--- src/dpd_pkg.sv ---
// Shared constants and helpers for the debug packet deframer.
`default_nettype none

package dpd_pkg;

  // Payload limit and the counter width that holds it
  localparam int unsigned MAX_PAYLOAD = 1024;
  localparam int unsigned CNT_W       = $clog2(MAX_PAYLOAD + 1);

  // Result field widths
  localparam int unsigned KIND_W = 3;
  localparam int unsigned POS_W  = 10;
  localparam int unsigned LEN_W  = 11;
  localparam int unsigned PKT_W  = 32;

  // Framing characters
  localparam logic [7:0] CH_START  = 8'h24;  // '$'
  localparam logic [7:0] CH_END    = 8'h23;  // '#'
  localparam logic [7:0] CH_ESCAPE = 8'h7D;  // '}'
  localparam logic [7:0] CH_BREAK  = 8'h03;
  localparam logic [7:0] ESC_XOR   = 8'h20;

  // Event kinds reported on the result channel
  localparam logic [KIND_W-1:0] EV_START = 3'd0;
  localparam logic [KIND_W-1:0] EV_BYTE  = 3'd1;
  localparam logic [KIND_W-1:0] EV_GOOD  = 3'd2;
  localparam logic [KIND_W-1:0] EV_BAD   = 3'd3;
  localparam logic [KIND_W-1:0] EV_BREAK = 3'd4;

  // Decode one ASCII hex digit; anything else reads as zero
  function automatic logic [3:0] hex_value(input logic [7:0] c);
    logic [7:0] d;
    begin
      d = 8'h00;
      case (c) inside
        [8'h30:8'h39]: d = c - 8'h30;
        [8'h61:8'h66]: d = c - 8'h61 + 8'd10;
        [8'h41:8'h46]: d = c - 8'h41 + 8'd10;
        default:       d = 8'h00;
      endcase
      hex_value = d[3:0];
    end
  endfunction

endpackage

`default_nettype wire

--- src/dpd_parse.sv ---
// Framing state machine with the registered result stage.
`default_nettype none

module dpd_parse (
  input  wire logic                        clk,
  input  wire logic                        rst_n,
  input  wire logic                        step,
  input  wire logic [7:0]                  rx_byte,
  input  wire logic                        out_stall,
  output logic                             out_valid,
  output logic [dpd_pkg::KIND_W-1:0]       out_event_kind,
  output logic [7:0]                       out_payload_byte,
  output logic [dpd_pkg::POS_W-1:0]        out_byte_position,
  output logic [dpd_pkg::LEN_W-1:0]        out_payload_length,
  output logic [7:0]                       out_computed_sum,
  output logic [7:0]                       out_received_sum,
  output logic [dpd_pkg::PKT_W-1:0]        out_packet_number
);

  typedef enum logic [2:0] {
    PH_HUNT = 3'd0,
    PH_DATA = 3'd1,
    PH_ESC  = 3'd2,
    PH_CS1  = 3'd3,
    PH_CS2  = 3'd4
  } phase_t;

  phase_t                        phase_r, phase_nxt;
  logic [7:0]                    sum_r, sum_nxt;
  logic [7:0]                    hi_r, hi_nxt;
  logic [dpd_pkg::CNT_W-1:0]     cnt_r, cnt_nxt;
  logic [dpd_pkg::PKT_W-1:0]     gcnt_r, gcnt_nxt;

  logic                          out_valid_r;
  logic [dpd_pkg::KIND_W-1:0]    kind_r, kind_nxt;
  logic [7:0]                    pbyte_r, pbyte_nxt;
  logic [dpd_pkg::POS_W-1:0]     pos_r, pos_nxt;
  logic [dpd_pkg::LEN_W-1:0]     len_r, len_nxt;
  logic [7:0]                    csum_r, csum_nxt;
  logic [7:0]                    rsum_r, rsum_nxt;
  logic [dpd_pkg::PKT_W-1:0]     pnum_r, pnum_nxt;
  logic                          emit;

  logic [7:0]                    store_val;
  logic                          store_en;
  logic                          full;
  logic [7:0]                    rx_sum;

  assign full   = (cnt_r >= dpd_pkg::CNT_W'(dpd_pkg::MAX_PAYLOAD));
  assign rx_sum = hi_r + {4'h0, dpd_pkg::hex_value(rx_byte)};

  // Work out next state and the result for one received byte
  always_comb begin
    phase_nxt = phase_r;
    sum_nxt   = sum_r;
    hi_nxt    = hi_r;
    cnt_nxt   = cnt_r;
    gcnt_nxt  = gcnt_r;
    emit      = 1'b0;
    kind_nxt  = dpd_pkg::EV_START;
    pbyte_nxt = 8'h00;
    pos_nxt   = '0;
    len_nxt   = '0;
    csum_nxt  = 8'h00;
    rsum_nxt  = 8'h00;
    pnum_nxt  = '0;
    store_en  = 1'b0;
    store_val = rx_byte;
    case (phase_r)
      PH_DATA: begin
        if (rx_byte == dpd_pkg::CH_ESCAPE) begin
          sum_nxt   = sum_r + rx_byte;
          phase_nxt = PH_ESC;
        end else if (rx_byte == dpd_pkg::CH_START) begin
          sum_nxt   = 8'h00;
          cnt_nxt   = '0;
          phase_nxt = PH_DATA;
          emit      = 1'b1;
          kind_nxt  = dpd_pkg::EV_START;
        end else if (rx_byte == dpd_pkg::CH_END) begin
          phase_nxt = PH_CS1;
        end else begin
          sum_nxt  = sum_r + rx_byte;
          store_en = 1'b1;
        end
      end
      PH_ESC: begin
        phase_nxt = PH_DATA;
        sum_nxt   = sum_r + rx_byte;
        store_en  = 1'b1;
        store_val = rx_byte ^ dpd_pkg::ESC_XOR;
      end
      PH_CS1: begin
        hi_nxt    = {dpd_pkg::hex_value(rx_byte), 4'h0};
        phase_nxt = PH_CS2;
      end
      PH_CS2: begin
        phase_nxt = PH_HUNT;
        emit      = 1'b1;
        len_nxt   = dpd_pkg::LEN_W'(cnt_r);
        csum_nxt  = sum_r;
        rsum_nxt  = rx_sum;
        if (rx_sum == sum_r) begin
          gcnt_nxt = gcnt_r + 1'b1;
          kind_nxt = dpd_pkg::EV_GOOD;
          pnum_nxt = gcnt_r + 1'b1;
        end else begin
          kind_nxt = dpd_pkg::EV_BAD;
        end
      end
      default: begin
        // hunt, and any unused phase code
        phase_nxt = PH_HUNT;
        if (rx_byte == dpd_pkg::CH_START) begin
          sum_nxt   = 8'h00;
          cnt_nxt   = '0;
          phase_nxt = PH_DATA;
          emit      = 1'b1;
          kind_nxt  = dpd_pkg::EV_START;
        end else if (rx_byte == dpd_pkg::CH_BREAK) begin
          emit     = 1'b1;
          kind_nxt = dpd_pkg::EV_BREAK;
        end
      end
    endcase

    // Store a payload byte, or drop it once the limit is reached
    if (store_en) begin
      if (full) begin
        cnt_nxt = dpd_pkg::CNT_W'(dpd_pkg::MAX_PAYLOAD);
      end else begin
        emit      = 1'b1;
        kind_nxt  = dpd_pkg::EV_BYTE;
        pbyte_nxt = store_val;
        pos_nxt   = cnt_r[dpd_pkg::POS_W-1:0];
        cnt_nxt   = cnt_r + 1'b1;
      end
    end
  end

  // Hold parse state and the result register
  always_ff @(posedge clk) begin
    if (!rst_n) begin
      phase_r     <= PH_HUNT;
      sum_r       <= 8'h00;
      hi_r        <= 8'h00;
      cnt_r       <= '0;
      gcnt_r      <= '0;
      out_valid_r <= 1'b0;
    end else begin
      if (step) begin
        phase_r <= phase_nxt;
        sum_r   <= sum_nxt;
        hi_r    <= hi_nxt;
        cnt_r   <= cnt_nxt;
        gcnt_r  <= gcnt_nxt;
      end
      if (step && emit) begin
        out_valid_r <= 1'b1;
        kind_r      <= kind_nxt;
        pbyte_r     <= pbyte_nxt;
        pos_r       <= pos_nxt;
        len_r       <= len_nxt;
        csum_r      <= csum_nxt;
        rsum_r      <= rsum_nxt;
        pnum_r      <= pnum_nxt;
      end else if (!out_stall) begin
        out_valid_r <= 1'b0;
      end
    end
  end

  assign out_valid          = out_valid_r;
  assign out_event_kind     = kind_r;
  assign out_payload_byte   = pbyte_r;
  assign out_byte_position  = pos_r;
  assign out_payload_length = len_r;
  assign out_computed_sum   = csum_r;
  assign out_received_sum   = rsum_r;
  assign out_packet_number  = pnum_r;

`ifndef SYNTH
  // Never advance over a result that is still waiting
  a_no_overrun: assert property (@(posedge clk) disable iff (!rst_n)
    out_valid_r && out_stall |-> !step)
    else $error("byte processed while result stalled");

  // Stored count stays within the payload limit
  a_cnt_limit: assert property (@(posedge clk) disable iff (!rst_n)
    cnt_r <= dpd_pkg::CNT_W'(dpd_pkg::MAX_PAYLOAD))
    else $error("stored count past payload limit");

  // A good end carries matching sums
  a_good_sum: assert property (@(posedge clk) disable iff (!rst_n)
    out_valid_r && kind_r == dpd_pkg::EV_GOOD |-> rsum_r == csum_r)
    else $error("good end with mismatched checksum");

  // A good end reports the current good-packet count
  a_good_num: assert property (@(posedge clk) disable iff (!rst_n)
    out_valid_r && kind_r == dpd_pkg::EV_GOOD |-> pnum_r == gcnt_r)
    else $error("packet number out of step with count");
`endif

endmodule

`default_nettype wire

--- src/debug_packet_deframer.sv ---
// Top level of the debug packet deframer: input register and handshake.
`default_nettype none

// Deframes $payload#hh debug-link packets one received byte per request.
// Each accepted byte is held in an input register and, when it advances,
// goes through the framing state machine into the result register. A new
// byte is taken every cycle unless a stalled result holds the input
// register. Reported events: packet start, payload byte (with its position),
// good or bad checksum end (length, computed and received sums, and for a
// good end the running count of good packets) and break. Escape markers,
// '#' and the first checksum digit consume a byte without a result, as do
// bytes past the payload limit.
module debug_packet_deframer (
  input  wire logic                        clk,
  input  wire logic                        rst_n,
  input  wire logic                        in_valid,
  output logic                             in_stall,
  input  wire logic [7:0]                  in_rx_byte,
  output logic                             out_valid,
  input  wire logic                        out_stall,
  output logic [dpd_pkg::KIND_W-1:0]       out_event_kind,
  output logic [7:0]                       out_payload_byte,
  output logic [dpd_pkg::POS_W-1:0]        out_byte_position,
  output logic [dpd_pkg::LEN_W-1:0]        out_payload_length,
  output logic [7:0]                       out_computed_sum,
  output logic [7:0]                       out_received_sum,
  output logic [dpd_pkg::PKT_W-1:0]        out_packet_number
);

  logic       s1_valid_r;
  logic [7:0] s1_byte_r;
  logic       step;

  // Advance the held byte when the result register is free or draining
  assign step     = s1_valid_r && (!out_valid || !out_stall);
  assign in_stall = s1_valid_r && !step;

  // Capture an incoming request
  always_ff @(posedge clk) begin
    if (!rst_n) begin
      s1_valid_r <= 1'b0;
    end else if (!in_stall) begin
      s1_valid_r <= in_valid;
    end
  end

  always_ff @(posedge clk) begin
    if (in_valid && !in_stall) begin
      s1_byte_r <= in_rx_byte;
    end
  end

  dpd_parse u_parse (
    .clk                (clk),
    .rst_n              (rst_n),
    .step               (step),
    .rx_byte            (s1_byte_r),
    .out_stall          (out_stall),
    .out_valid          (out_valid),
    .out_event_kind     (out_event_kind),
    .out_payload_byte   (out_payload_byte),
    .out_byte_position  (out_byte_position),
    .out_payload_length (out_payload_length),
    .out_computed_sum   (out_computed_sum),
    .out_received_sum   (out_received_sum),
    .out_packet_number  (out_packet_number)
  );

endmodule

`default_nettype wire

--- config.mk ---
export PLATFORM = sky130hd
export DESIGN_NAME = debug_packet_deframer
export DESIGN_NICKNAME = d
export VERILOG_FILES = /design/src/dpd_pkg.sv /design/src/dpd_parse.sv /design/src/debug_packet_deframer.sv
export SDC_FILE = /design/constraint.sdc
export NUM_CORES = 1
export LEC_CHECK = 0
export ABC_CLOCK_PERIOD_IN_PS = 10300
export BUFFER_PORTS_ARGS = -buffer_cell sky130_fd_sc_hd__buf_2
export CAP_MARGIN = 20
export CORE_ASPECT_RATIO = 0.5
export CORE_MARGIN = 2
export CORE_UTILIZATION = 50
export CTS_CLUSTER_DIAMETER = 40
export CTS_CLUSTER_SIZE = 20
export DETAILED_ROUTE_END_ITERATION = 7
export GPL_ROUTABILITY_DRIVEN = 0
export PLACE_DENSITY = 0.71
export RECOVER_POWER = 50
export SYNTH_ARGS = -nofsm -noshare
export SYNTH_HDL_FRONTEND = slang
export SYNTH_SLANG_ARGS = --single-unit
--- constraint.sdc ---
create_clock -name clk -period 10.3 [get_ports clk]
set_input_delay 1.545 -clock clk [delete_from_list [all_inputs] [get_ports clk]]
set_output_delay 1.545 -clock clk [all_outputs]
set_load 0.005 [all_outputs]
==> summary.md, run 1 <==
| Metric | Value |
|---|---|
| Status | finished with violations |
| Failing checks | max-capacitance violations, max-slew violations |
| Peak Freq | 0.196 GHz |
| Synth top area share | 36.3% |
| Area growth, synth to finish | 16.5% |
| GR Util met2 | 35.9% |
| Met1 Usage GRT | 29.0% |
| Tcrit/Tclk final | 49.4% |
| Via count | 5807 |
| Starting Density | 50.8% |
| Mapped Nets | 750 |
| Final WL | 16700 um |
| CTS Buf Count | 17 |
| CP Capture Type | flop |
| Final #Nets | 825 |
| Die ar. | 0.0156 sq mm |
| Detail Route Antenna Nets | 0 |
| Power Density | 157 mW/mm^2 |
| Tmin final | 5090 ps |
| Filler cells | 1251 |
| WL per Instance | 16.6 um |
| Worst setup path category | input port to flop |
| First-pass GRT wire length | 26500 um |
| Clock root buffer | clkbuf_16 |
| Post-Synthesis Cells | 722 |
| Via/cell ratio | 5.76 |
| Critical R2R Capture | u_parse.out_payload_byte[6] |
| Dominant cell type by area after synthesis | edfxtp_1 |
| Dominant synthesized flop cell | edfxtp_1 |
| Antenna cells | 0 |
| Worst-path fanout max | 41 |
| Worst-margin pin slew | 1560 ps |
| DRC Markers | 0 |
| First-pass iteration count of the detailed router | 5 |
| Htree depth | 4 |
| DIE HEIGHT | 89.4 um |
| RSZ-0062 raised after global routing | no |
| Peak supply drop | 0.000113 V |
| Finished Core Util | 59.2% |
| Slew headroom | -4.06% |
| Setup bufs post-CTS | 0 |
| Final Skew | 8.75 ps |
| DPL Wire Length | 11000 um |
| Worst Hold End | u_parse.gcnt_r[31] |
| Req. time, crit path | 10360 ps |
| Distinct cells, synth | 58 |
| Gr ovfl total | 0 |
| Max cap viols | 1 |
| Post-CTS Hold Buffers | 0 |
| I/O Pins | 94 |
| Vias in the first global route | 5206 |
| Synth area leaders | edfxtp_1, dfxtp_1, nor2_1, xor2_1, a21oi_1 |
| Pleak | 2.73 nW |
| GR Util met3 | 4.00% |
| Clock-pin slew on the worst setup and hold paths | 60 ps |
| Post-synthesis register bit count | 148 |
| PostCTS Resize Cnt | 0 |
| R2R setup slack | 6260 ps |
| CTS tree | yes |
| Yosys warns | 0 |
| Drt initial violations | 569 |
| Total GRT Usage | 21.7% |
| Largest net degree at the start of global routing | 54 |
| DIE WIDTH | 175 um |
| Setup TNS | 0 ps |
| Post-synth EDFFs | 88 |
| Reg-to-reg startpoint | s1_byte_r[3] |
| Setup violators final | 0 |
| Mapped Area | 0.00729 sq mm |
| Area occupied by multi-input gates | 0.00323 sq mm |
| Share of layout cells above drive strength 1 | 11.7% |
| Core Area | 0.0144 sq mm |
| Final hold violation count | 0 |
| Seq/Total Area, Yosys | 52.7% |
| Setup crit start kind | input port |
| Fin. max-slew vios | 34 |
| Post-Syn Area per Cell | 10.1 sq um |
| PortBufs | 93 |
| Worst min path class | flop to flop |
| Initial antenna violation count | 0 |
| Sequential standard cell area | 0.00384 sq mm |
| Grt peak-use layer | met2 |
| CP arrival | 5150 ps |
| Reg2reg path depth | 6 |
| Post-synth ARST share | 0% |
| CP Launch Point | rst_n |
| WHS Path Cells | 2 |
| Clk_lat worst skew | 430 ps |
| # rows | 31 |
| Clock sinks | 148 |
| Maximum root-to-sink buffer count | 2 |
| Min-delay src | u_parse.gcnt_r[31] |
-- sequential cells by signal (all words and copies together), names as in the netlist --
signal and cells:
u_parse.gcnt_r 32, u_parse.out_packet_number 32, u_parse.cnt_r 11, u_parse.out_payload_length 11, u_parse.out_byte_position 10, s1_byte_r 8
u_parse.out_computed_sum 8, u_parse.out_payload_byte 8, u_parse.out_received_sum 8, u_parse.sum_r 8, u_parse.hi_r 4, u_parse.out_event_kind 3
u_parse.phase_r 3, s1_valid_r 1, u_parse.out_valid 1
-- cell type report --
class	count	area share, %
Sequential cell	148	45.3
Multi-Input combinational cell	517	38.1
Timing Repair Buffer	101	5.73
Clock buffer	19	5.47
Tap cell	198	2.92
Clock inverter	13	2.02
Inverter	12	0.531
-- cell usage after synthesis (12+ instances only) --
master,count
nor2_1,96
edfxtp_1,88
dfxtp_1,60
nand2_1,48
a21oi_1,42
clkbuf_1,36
and3_1,31
xor2_1,30
nand3_1,27
or4_1,20
and2_1,18
xnor2_1,18
nand2b_1,17
o31ai_1,17
nor3_1,16
ha_1,15
nand4_1,15
mux2i_1,12
nor4_1,12
-- layout by cell type (no fill, tap or decap), drive strengths merged, types with 16 or more instances in the layout --
master,netlist,layout
xnor2,18,18
xor2,30,30
a21oi,42,42
buf,9,56
edfxtp,88,88
nand2b,17,17
nand2,48,48
and3,32,32
clkbuf,36,64
nor3,16,16
and2,18,18
o31ai,17,17
dfxtp,60,60
nand3,27,27
nor2,96,96
or4,20,20
-- critical path, cell delays in order --
cell and delay, ps:
clkbuf_1 1100, inv_1 1100, a211oi_4 780, buf_4 580
-- routing by layer --
| metal | routed length [um] | share of wire (%) |
|---|---|---|
| met5 | 0 | 0 |
| met4 | 257 | 1.5 |
| met3 | 1060 | 6.3 |
| met2 | 7690 | 46 |
| met1 | 7740 | 46 |
-- worst max-delay path by stage --
stage,to,slack (ps),depth (start not counted)
floorplan,u_parse.out_valid,1800,7
global placement,u_parse.gcnt_r[2],6170,10
detailed placement,u_parse.gcnt_r[2],6020,10
CTS,u_parse.gcnt_r[2],5990,10
global route,u_parse.out_payload_byte[6],4890,4
finish,u_parse.out_payload_byte[6],5210,4
-- metrics by stage --
step	setup slack (ps)	std cells	hold slack (ps)	cell area, sq um	total power, mW
final	5210	1008	503	8490	1.33
after global routing	4890	1008	504	8490	1.36
after CTS	5990	1007	492	8530	1.34
after detailed placement	6020	975	482	7900	0.683
after global placement	6170	975	467	7900	0.681
after floorplan	1800	722	455	7290	0.670
-- report_power, final --
part / internal (mW) / switching, mW
Sequential: 0.624 / 0.00765
Clock: 0.405 / 0.260
Combinational: 0.0117 / 0.0263
Total: 1.04 / 0.294
-- kinds of logic (layout without fill, tap and decap cells) --
group / Yosys count / count (layout) / share of synthesized area, %
and+or+nand+nor: 323 / 323 / 22.9
DFF: 148 / 148 / 52.7
AOI/OAI and AO/OA: 117 / 117 / 11.0
buffers and inverters: 57 / 145 / 3.04
xor gates and xnor gates: 48 / 48 / 5.77
adders and majority gates: 17 / 17 / 2.99
muxes: 12 / 12 / 1.65
No activity file was read; power rests on OpenSTA's default activity.
==> inputs of run 2 (changes only) <==
ABC_CLOCK_PERIOD_IN_PS = 5100   (was 10300)
clock period = 5.1 ns   (was 10.3 ns; I/O delays follow)
==> summary.md, run 2 (synthesis gave the netlist of run 1 again) <==
| Metric | Value |
|---|---|
| Slowest stage cell, crit path | or4_1 |
| Fin area | 0.00840 sq mm |
| Worst setup path category | flop to flop |
| Via count | 5752 |
| Final #Nets | 825 |
| First-pass GRT wire length | 25900 um |
| CP Capture Type | flop |
| Clk_lat worst skew | 430 ps |
| Cell Chain, Critical Path | inv_1 > ha_1 > or4b_1 > and3_1 > a32oi_1 > o2111ai_1 > a211o_1 > buf_4 > or4_1 > buf_16 > o41ai_2 |
| Htree depth | 4 |
| Setup bufs post-CTS | 0 |
| Post-route setup slack | 859 ps |
| CTS tree | yes |
| Pre-CTS WS | 834 ps |
| Worst min path class | flop to flop |
| DIE HEIGHT | 89.4 um |
| Gr ovfl total | 0 |
| Pleak | 2.69 nW |
| Area growth, synth to finish | 15.3% |
| Clock root buffer | clkbuf_16 |
| Initial antenna violation count | 0 |
| Antenna cells | 0 |
| Commonest non-fill, non-tap cell in the layout | nor2_1 |
| Comb pwr share | 3.0% |
| Maximum root-to-sink buffer count | 2 |
| Internal power | 1.93 mW |
| Share of power burned in registers | 50.3% |
| Tcrit/Tclk final | 83.2% |
| Clock network power share | 46.8% |
| Vias in the first global route | 5043 |
| WL per Instance | 16.3 um |
| Largest net degree at the start of global routing | 54 |
| Peak Freq | 0.236 GHz |
| Req. time, crit path | 5430 ps |
| DRC Markers | 0 |
| Die ar. | 0.0156 sq mm |
| Sw power | 0.614 mW |
| DIE WIDTH | 175 um |
| CTS Buf Count | 17 |
| Starting Density | 50.8% |
| RSZ-0062 raised after global routing | no |
| Post-CTS Hold Buffers | 0 |
| Clock-pin slew on the worst setup and hold paths | 70 ps |
| Worst-margin pin slew | 1440 ps |
| Setup crit start kind | flop |
| Slew headroom | 2.91% |
| Most frequent cells in the layout | nor2_1, edfxtp_1, dfxtp_1, clkbuf_1, nand2_1 |
| Clock sinks | 148 |
| Total GRT Usage | 21.3% |
| First-pass iteration count of the detailed router | 6 |
| Fin. max-slew vios | 0 |
| # rows | 31 |
| PortBufs | 93 |
| Finished Core Util | 58.6% |
| Status | completed |
| CP Launch Point | s1_byte_r[1] |
| Area after DPL | 0.00790 sq mm |
| DPL Wire Length | 10900 um |
| Total Power | 2.54 mW |
| Peak supply drop | 0.000276 V |
| PostCTS Resize Cnt | 0 |
| Net Sw Frac | 24.2% |
| Power Density | 302 mW/mm^2 |
| Tmin final | 4240 ps |
| Crit path largest cell delay | 700 ps |
| Setup violators final | 0 |
| Detail Route Antenna Nets | 0 |
| Core Area | 0.0144 sq mm |
| Share of layout cells above drive strength 1 | 11.2% |
| CP arrival | 4570 ps |
| Via/cell ratio | 5.71 |
| Max cap viols | 0 |
| Final hold violation count | 0 |
| Final WL | 16500 um |
| Worst-path fanout max | 53 |
| Final Skew | 9.03 ps |
| Setup TNS | 0 ps |
| I/O Pins | 94 |
| Drt initial violations | 468 |
| Reg-to-reg startpoint | s1_byte_r[1] |
| Min-delay src | u_parse.gcnt_r[10] |
[run 2: routing by layer]
metal / share of wire [%] / up-vias / global-route usage, %
li1: - / 2803 / -
met1: 47 / 2720 / 29.6
met2: 45 / 212 / 34.0
met3: 6.9 / 17 / 4.68
met4: 0.87 / 0 / 5.91
met5: 0 / - / 0
[run 2: worst paths after layout]
check                       end  slack (ps)  depth (start not counted)
max           u_parse.gcnt_r[2]         860                         11
min          u_parse.gcnt_r[10]         510                          2
max reg2reg   u_parse.gcnt_r[2]         860                         11
min reg2reg  u_parse.gcnt_r[10]         510                          2
[run 2: worst max-delay path, delay by kind of cell, from the launching register on]
family | cells | cell delay (ps)
AND/OR/NAND/NOR | 3 | 1490
buffers and inverters | 3 | 710
flip-flops | 1 | 560
adder cells (fa/ha/maj) | 1 | 260
AO/OA/AOI/OAI | 4 | 1100
[run 2: area by class of cell]
class	count	area [sq um]
multi-input cells	517	3230
inverters	12	45.0
repair buffers	101	477
fillers	1223	5950
flip-flops and latches	148	3840
clock inverters	15	134
clock buffers	17	425
well taps	198	248
[run 2: power groups by stage]
| stage | clock network, mW | logic, mW | registers, mW |
|---|---|---|---|
| after floorplan | 0 | 0.0596 | 1.29 |
| final | 1.19 | 0.0756 | 1.28 |
| after global placement | 0 | 0.0730 | 1.30 |
| after detailed placement | 0 | 0.0752 | 1.30 |
| after global routing | 1.25 | 0.0831 | 1.28 |
| after CTS | 1.20 | 0.0758 | 1.28 |
[run 2: through the flow]
| step | hold WS (ps) | std cells |
|---|---|---|
| after floorplan | 455 | 722 |
| after global placement | 467 | 975 |
| after detailed placement | 488 | 975 |
| after CTS | 505 | 1007 |
| after global routing | 501 | 1008 |
| final | 511 | 1008 |
